File: config.mk
export PLATFORM = sky130hd
export DESIGN_NAME = smrp_mod
export DESIGN_NICKNAME = d
export VERILOG_FILES = /design/src/hw/rtl/smrp_pkg.sv /design/src/hw/rtl/smrp_mod.sv
export SDC_FILE = /design/constraint.sdc
export NUM_CORES = 1
export LEC_CHECK = 0
export BUFFER_PORTS_ARGS = -buffer_cell sky130_fd_sc_hd__buf_2
export CAP_MARGIN = 40
export CORE_MARGIN = 1
export CORE_UTILIZATION = 49
export DETAILED_ROUTE_END_ITERATION = 12
export HOLD_SLACK_MARGIN = 0.06
export PLACE_DENSITY = 0.75
export SLEW_MARGIN = 20
export SYNTH_ARGS = -nofsm -noshare
export SYNTH_HDL_FRONTEND = slang
export SYNTH_SLANG_ARGS = --single-unit
File: constraint.sdc
create_clock -name clk_i -period 2.75 [get_ports clk_i]
set_input_delay 0.275 -clock clk_i [delete_from_list [all_inputs] [get_ports clk_i]]
set_output_delay 0.275 -clock clk_i [all_outputs]
set_load 0.05 [all_outputs]
File: src/hw/rtl/smrp_pkg.sv
// Package for the sorted multiset with random pick.
// Holds the operation codes, the controller state type and the fixed field widths.
// No dependencies.
package smrp_pkg;

  // Fixed widths of the item fields.
  localparam int unsigned VALUE_W    = 32;
  localparam int unsigned DIVIDEND_W = 31;
  localparam int unsigned DIV_STEP_W = $clog2(DIVIDEND_W);

  // Operation codes carried by the kind field.
  typedef enum logic [1:0] {
    KIND_INSERT = 2'd0,
    KIND_REMOVE = 2'd1,
    KIND_PICK   = 2'd2
  } kind_e;

  // Controller states, one-hot.
  typedef enum logic [8:0] {
    ST_IDLE     = 9'b000000001,
    ST_SRCH_RD  = 9'b000000010,
    ST_SRCH_CMP = 9'b000000100,
    ST_SHIFT_UP = 9'b000001000,
    ST_PLACE    = 9'b000010000,
    ST_SHIFT_DN = 9'b000100000,
    ST_MOD_WAIT = 9'b001000000,
    ST_PICK_RD  = 9'b010000000,
    ST_FINISH   = 9'b100000000
  } state_e;

endpackage

File: src/hw/rtl/smrp_mod.sv
// Iterative restoring remainder unit: one dividend bit per cycle.
// Computes dividend modulo a nonzero divisor.
// Depends on smrp_pkg for the dividend width.
module smrp_mod #(
  parameter int unsigned CntW = 9
) (
  input  logic                           clk_i,
  input  logic                           rst_ni,
  input  logic                           start_i,
  input  logic [smrp_pkg::DIVIDEND_W-1:0] dividend_i,
  input  logic [CntW-1:0]                divisor_i,
  output logic                           done_o,
  output logic [CntW-1:0]                rem_o
);

  logic                            busy_q, busy_d;
  logic                            done_q, done_d;
  logic [smrp_pkg::DIV_STEP_W-1:0] cnt_q, cnt_d;
  logic [smrp_pkg::DIVIDEND_W-1:0] dvd_q, dvd_d;
  logic [CntW-1:0]                 div_q, div_d;
  logic [CntW-1:0]                 rem_q, rem_d;
  logic [CntW:0]                   trial;
  logic [CntW:0]                   trial_sub;

  // One restoring step: bring down the next bit and subtract if possible.
  assign trial     = {rem_q, dvd_q[smrp_pkg::DIVIDEND_W-1]};
  assign trial_sub = trial - {1'b0, div_q};

  always_comb begin
    busy_d = busy_q;
    done_d = 1'b0;
    cnt_d  = cnt_q;
    dvd_d  = dvd_q;
    div_d  = div_q;
    rem_d  = rem_q;
    if (start_i) begin
      busy_d = 1'b1;
      cnt_d  = smrp_pkg::DIV_STEP_W'(smrp_pkg::DIVIDEND_W - 1);
      dvd_d  = dividend_i;
      div_d  = divisor_i;
      rem_d  = '0;
    end else if (busy_q) begin
      rem_d = (trial >= {1'b0, div_q}) ? trial_sub[CntW-1:0] : trial[CntW-1:0];
      dvd_d = {dvd_q[smrp_pkg::DIVIDEND_W-2:0], 1'b0};
      if (cnt_q == '0) begin
        busy_d = 1'b0;
        done_d = 1'b1;
      end else begin
        cnt_d = cnt_q - smrp_pkg::DIV_STEP_W'(1);
      end
    end
  end

  // Control state.
  always_ff @(posedge clk_i or negedge rst_ni) begin
    if (!rst_ni) begin
      busy_q <= 1'b0;
      done_q <= 1'b0;
      cnt_q  <= '0;
    end else begin
      busy_q <= busy_d;
      done_q <= done_d;
      cnt_q  <= cnt_d;
    end
  end

  // Datapath registers.
  always_ff @(posedge clk_i) begin
    dvd_q <= dvd_d;
    div_q <= div_d;
    rem_q <= rem_d;
  end

  assign done_o = done_q;
  assign rem_o  = rem_q;

endmodule
# Word level (Yosys, flattened, before mapping)
# Cells that the tools add are included.
# Widths: inputs -> output; s select.
# totals
ram_bits	0
out_inout_bits	10
memories	0
romBits	0
ff_bits	56
elab_cells	25
latch_bits	0
# op_classes
n_eq_ne	1
shifts	0
magnitude_cmp	1
reduce_logical	3
addsub	2
muxes	12
div_mod_pow	0
n_bitwise	0
multipliers	0
# ops
op	count
$mux 31	2
$mux 5	3
$ge 10x9->1	1
$mux 9	1
$sub 9x9->9	1
$mux 1	6
$logic_not 5->1	1
$sub 5x1->5 const B	1
$ne 2x2->1 const B	1
$reduce_and 2->1	1
$reduce_bool 2->1	1

# Depth between registers and ports, before layout
# logic_depth
depth_word	4
depth_mapped	9

# Worst setup path after synthesis
# No wires, ideal clock.
# synth_timing
kind	register to register
start	register rem_q[6], in the netlist rem_o[6]
end	register rem_q[5], in the netlist rem_o[5]
required_ns	2.662
path_slack_ns	0.441
synth_period_minus_slack_ns	2.309
path_stages_with_launch	7
arrival_ns	2.221
setup_time_ns	0.088
path_buffers	0
cell_sequence	dfxtp_1 -> ha_1 -> a21o_1 -> a211oi_2 -> o211a_2 -> nand2_1 -> a311oi_2
# synth_via
elab_chain_len	2
# synth_lines
item	line	text
from (decl)	smrp_mod.sv:21	logic [CntW-1:0] rem_q, rem_d;
from (signal assigned)	smrp_mod.sv:71	rem_q <= rem_d;
$ge 10x9->1	smrp_mod.sv:43	rem_d = (trial >= {1'b0, div_q}) ? trial_sub[CntW-1:0] : trial[CntW-1:0];
$mux 9	smrp_mod.sv:43	
# No other way between the ends.
# A chain may end at the register's enable or synchronous reset.

# Worst setup path in the final report
# layout_timing
start	register dvd_q[30] (netlist bit)
end	register rem_q[8], in the netlist rem_o[8]
# layout_via
elab_chain_len	2
word_cells_on_any_way	3
cone_classes	add/sub (1); order compare (1); mux (1)
# layout_lines
item	line	text
from (decl)	smrp_mod.sv:19	logic [smrp_pkg::DIVIDEND_W-1:0] dvd_q, dvd_d;
from (signal assigned)	smrp_mod.sv:69	dvd_q <= dvd_d;
$sub 9x9->9 / $ge 10x9->1 (equally long branches)	smrp_mod.sv:27, smrp_mod.sv:43	
$mux 9 (*)	smrp_mod.sv:43	
# Mark *: on every way between the ends. The rest lies on a longest branch, timed or not.

==> run metrics <==
status complete, but fails checks; violated checks DRC; Achievable Freq roughly 410 MHz; Longest Clk Path Bufs 2; Yosys reg bits 56; cell mode on critical path inv_1; IO Count between 50 and 60; post-CTS sizing 0; post-DP HPWL between 3000 and 4000 um; Yosys warning count 0; number of cell rows 27; Setup crit end kind flip-flop; Fin Setup TNS 0 ps; Design Power 2.52 mW; Lkg Pwr approximately 1.3 nW; reg2reg start dvd_q[30]$_DFFE_PP_; cell taking the most area after synthesis edfxtp_1; Post-synth top cells edfxtp_1 (40), mux2_2 (31), inv_1 (14), nor2_1 (14), ha_1 (11); wire length of the first global-routing pass about 8000 um; Cell Chain, Critical Path inv_1 -> ha_1 -> inv_1 -> fa_1 -> a211oi_2 -> o31a_1 -> o211a_2 -> nand2_1 -> a311oi_1; Setup-failing EPs final 0; vias in the first global route 1749; die extent in x 77.6 um; power density over the cells 778 nW/um2; Max-cap violations 0; Remaining Overflow, GRT 0; ranking of synthesized cells by area edfxtp_1 (43%), mux2_2 (12%), dfxtp_1 (6.4%); syn_area_per_cell about 13 um2; CP Launch Point dvd_q[30]$_DFFE_PP_; Avg WL per Cell around 14 um; DR pass1 iterations 8; highest metal layer with signal wires met4; Synth Cell Area roughly 2800 um2; Root Driver clkbuf_8; routability cong. 0.817; number of flops mapped to enable cells by yosys 40; relative slew slack 0.524; worst hold start divisor_i[1]; worst min path class in -> reg; DRT iter0 DRCs 66; pin count of the biggest net entering global routing between 50 and 60; layout cell share with drive strength beyond 1 0.375; max incr delay on CP just over 400 ps; Async SR Flop Fraction 0.125; Post-synth top flop edfxtp_1; Post-Route WL 4710 um; Area Growth Syn to Fin 15.4%; Worst Reg-to-Reg Cells 9; Total Nets Final around 320; Clock Skews between 5 and 6 ps; period utilisation layout 0.880; Seq/Total Area, Yosys 0.555; VDD IR max roughly 0.00041 V; htree depth 2; most frequent cell after synthesis edfxtp_1; CTS buffer count 5; port bufs between 50 and 60; die area 6030 um2; WL met3 269 um; Post-Synthesis Cells 214; WL met2 ~2200 um; pin slew with the least headroom to its limit about 710 ps; post-synth top area share 0.428; reg2reg end rem_o[8]$_SDFFE_PP0P_; Via density ~5.2; Critical Path Sink rem_o[8]$_SDFFE_PP0P_; count of pins over their slew limit 0; antenna violations before repair 0; drt drc 2; die height ~78 um; Crit Path Max Fanout 6; worst skew pair latency 310 ps; Antenna Cells 0; hold depth 1; crit start category flip-flop; slowest CP cell fa_1; reg2reg setup slack ~330 ps; Post-Syn Nets ~270; clock slew at reported path FFs 100 ps; Final min period around 2400 ps; routed vias about 1800; Worst Path Arrival about 2600 ps; clk sinks 56; Core Box Area 5510 um2; Setup CP Type reg -> reg; setup repair after global routing missed its margin false; CTS tree built; Required @ worst endpoint between 2000 and 3000 ps; GR Util All Layers 0.171; Fin. Hold Viols 0; post-synthesis cell type count 45; Antenna Violating Nets Remaining 0; Initial Util 0.509; M1 WL approximately 2200 um
timing repair:
action,4_1_cts,5_1_grt
hold buffers,1,0
hold endpoints to repair,7,0
setup buffers,0,0
flip-flops by register name (all words and copies together) (netlist names):
signal	flops
cnt_q	5
done_o	1
div_q	9
rem_o	9
dvd_q	31
busy_q	1
through the flow:
stage                util  hold WS (ps)  worst slack, ps  area [um2]  std cells
floorplan               -         -20.6              441        2800        214
global placement    0.570           119              429        3140        332
detailed placement  0.570           116              353        3140        332
CTS                 0.588           127              322        3240        341
global route        0.588           115              135        3240        341
finish              0.588           139              331        3240        341
per-layer routing:
layer / global-route usage / vias up
met4: 0.0642 / 0
met3: 0.0518 / 5
met2: 0.274 / 38
li1: - / 907
met1: 0.218 / 840
met5: 0 / -
worst min path at each step:
stage / endpoint / slack, ps
after floorplan: busy_q$_DFF_PN0_ / -20
after global placement: cnt_q[3]$_DFFE_PN0P_ / 120
after detailed placement: cnt_q[4]$_DFFE_PN0P_ / 120
after CTS: div_q[3]$_DFFE_PP_ / 130
after global routing: div_q[1]$_DFFE_PP_ / 110
final: div_q[1]$_DFFE_PP_ / 140
worst max-delay path: cells and delay by family, from the launching register on:
family | cells | cell delay (ps)
buffers and inverters | 2 | 120
AOI/OAI and AO/OA | 4 | 1160
adders and majority gates | 2 | 560
and+or+nand+nor | 1 | 70
DFF | 1 | 400
cell usage in the layout (no fill, tap or decap), types with 2 or more instances in the layout:
cell type  netlist  layout
a211o_1          2       2
a211oi_1         4       4
a211oi_2         2       2
a21oi_1          6       6
a311oi_1         3       3
a31oi_1          3       3
and2_1           2       2
buf_2            1      52
buf_4            0       2
clkbuf_8         0       5
dfrtp_1          7       7
dfxtp_1          9       9
edfxtp_1        40      40
ha_1            11      11
inv_1           14      14
mux2_2          31      31
mux2i_1          6       6
nand2_1          7       7
nand2b_1         6       6
nand3_1          3       3
nor2_1          14      14
nor3_1           3       3
nor3b_1          2       2
nor4_1           2       2
o211ai_1         2       2
o31ai_1          2       2
or2_2            2       2
xnor2_1          3       3
xor2_1           4       4
power by group:
group          internal (mW)  switching (mW)
registers               1.02          0.0792
logic                  0.398           0.573
clock network          0.182           0.266
kinds of logic (layout without fill, tap and decap cells):
logic type | Yosys count | count (layout) | share of synthesized area
AND/OR/NAND/NOR | 48 | 48 | 0.0973
adder cells (fa/ha/maj) | 12 | 12 | 0.0562
AO/OA/AOI/OAI | 32 | 32 | 0.0937
multiplexers | 37 | 37 | 0.146
XOR/XNOR | 7 | 7 | 0.0219
buffers and inverters | 22 | 77 | 0.0299
flip-flops | 56 | 56 | 0.555
layout make-up:
type / instances / area, um2
Clock buffer: 6 / 72.6
Clock inverter: 2 / 16.3
Fill cell: 453 / 2270
Inverter: 14 / 52.6
Multi-Input combinational cell: 136 / 1160
Sequential cell: 56 / 1560
Tap cell: 72 / 90.1
Timing Repair Buffer: 55 / 285
Power figures use the tool's default switching activity.
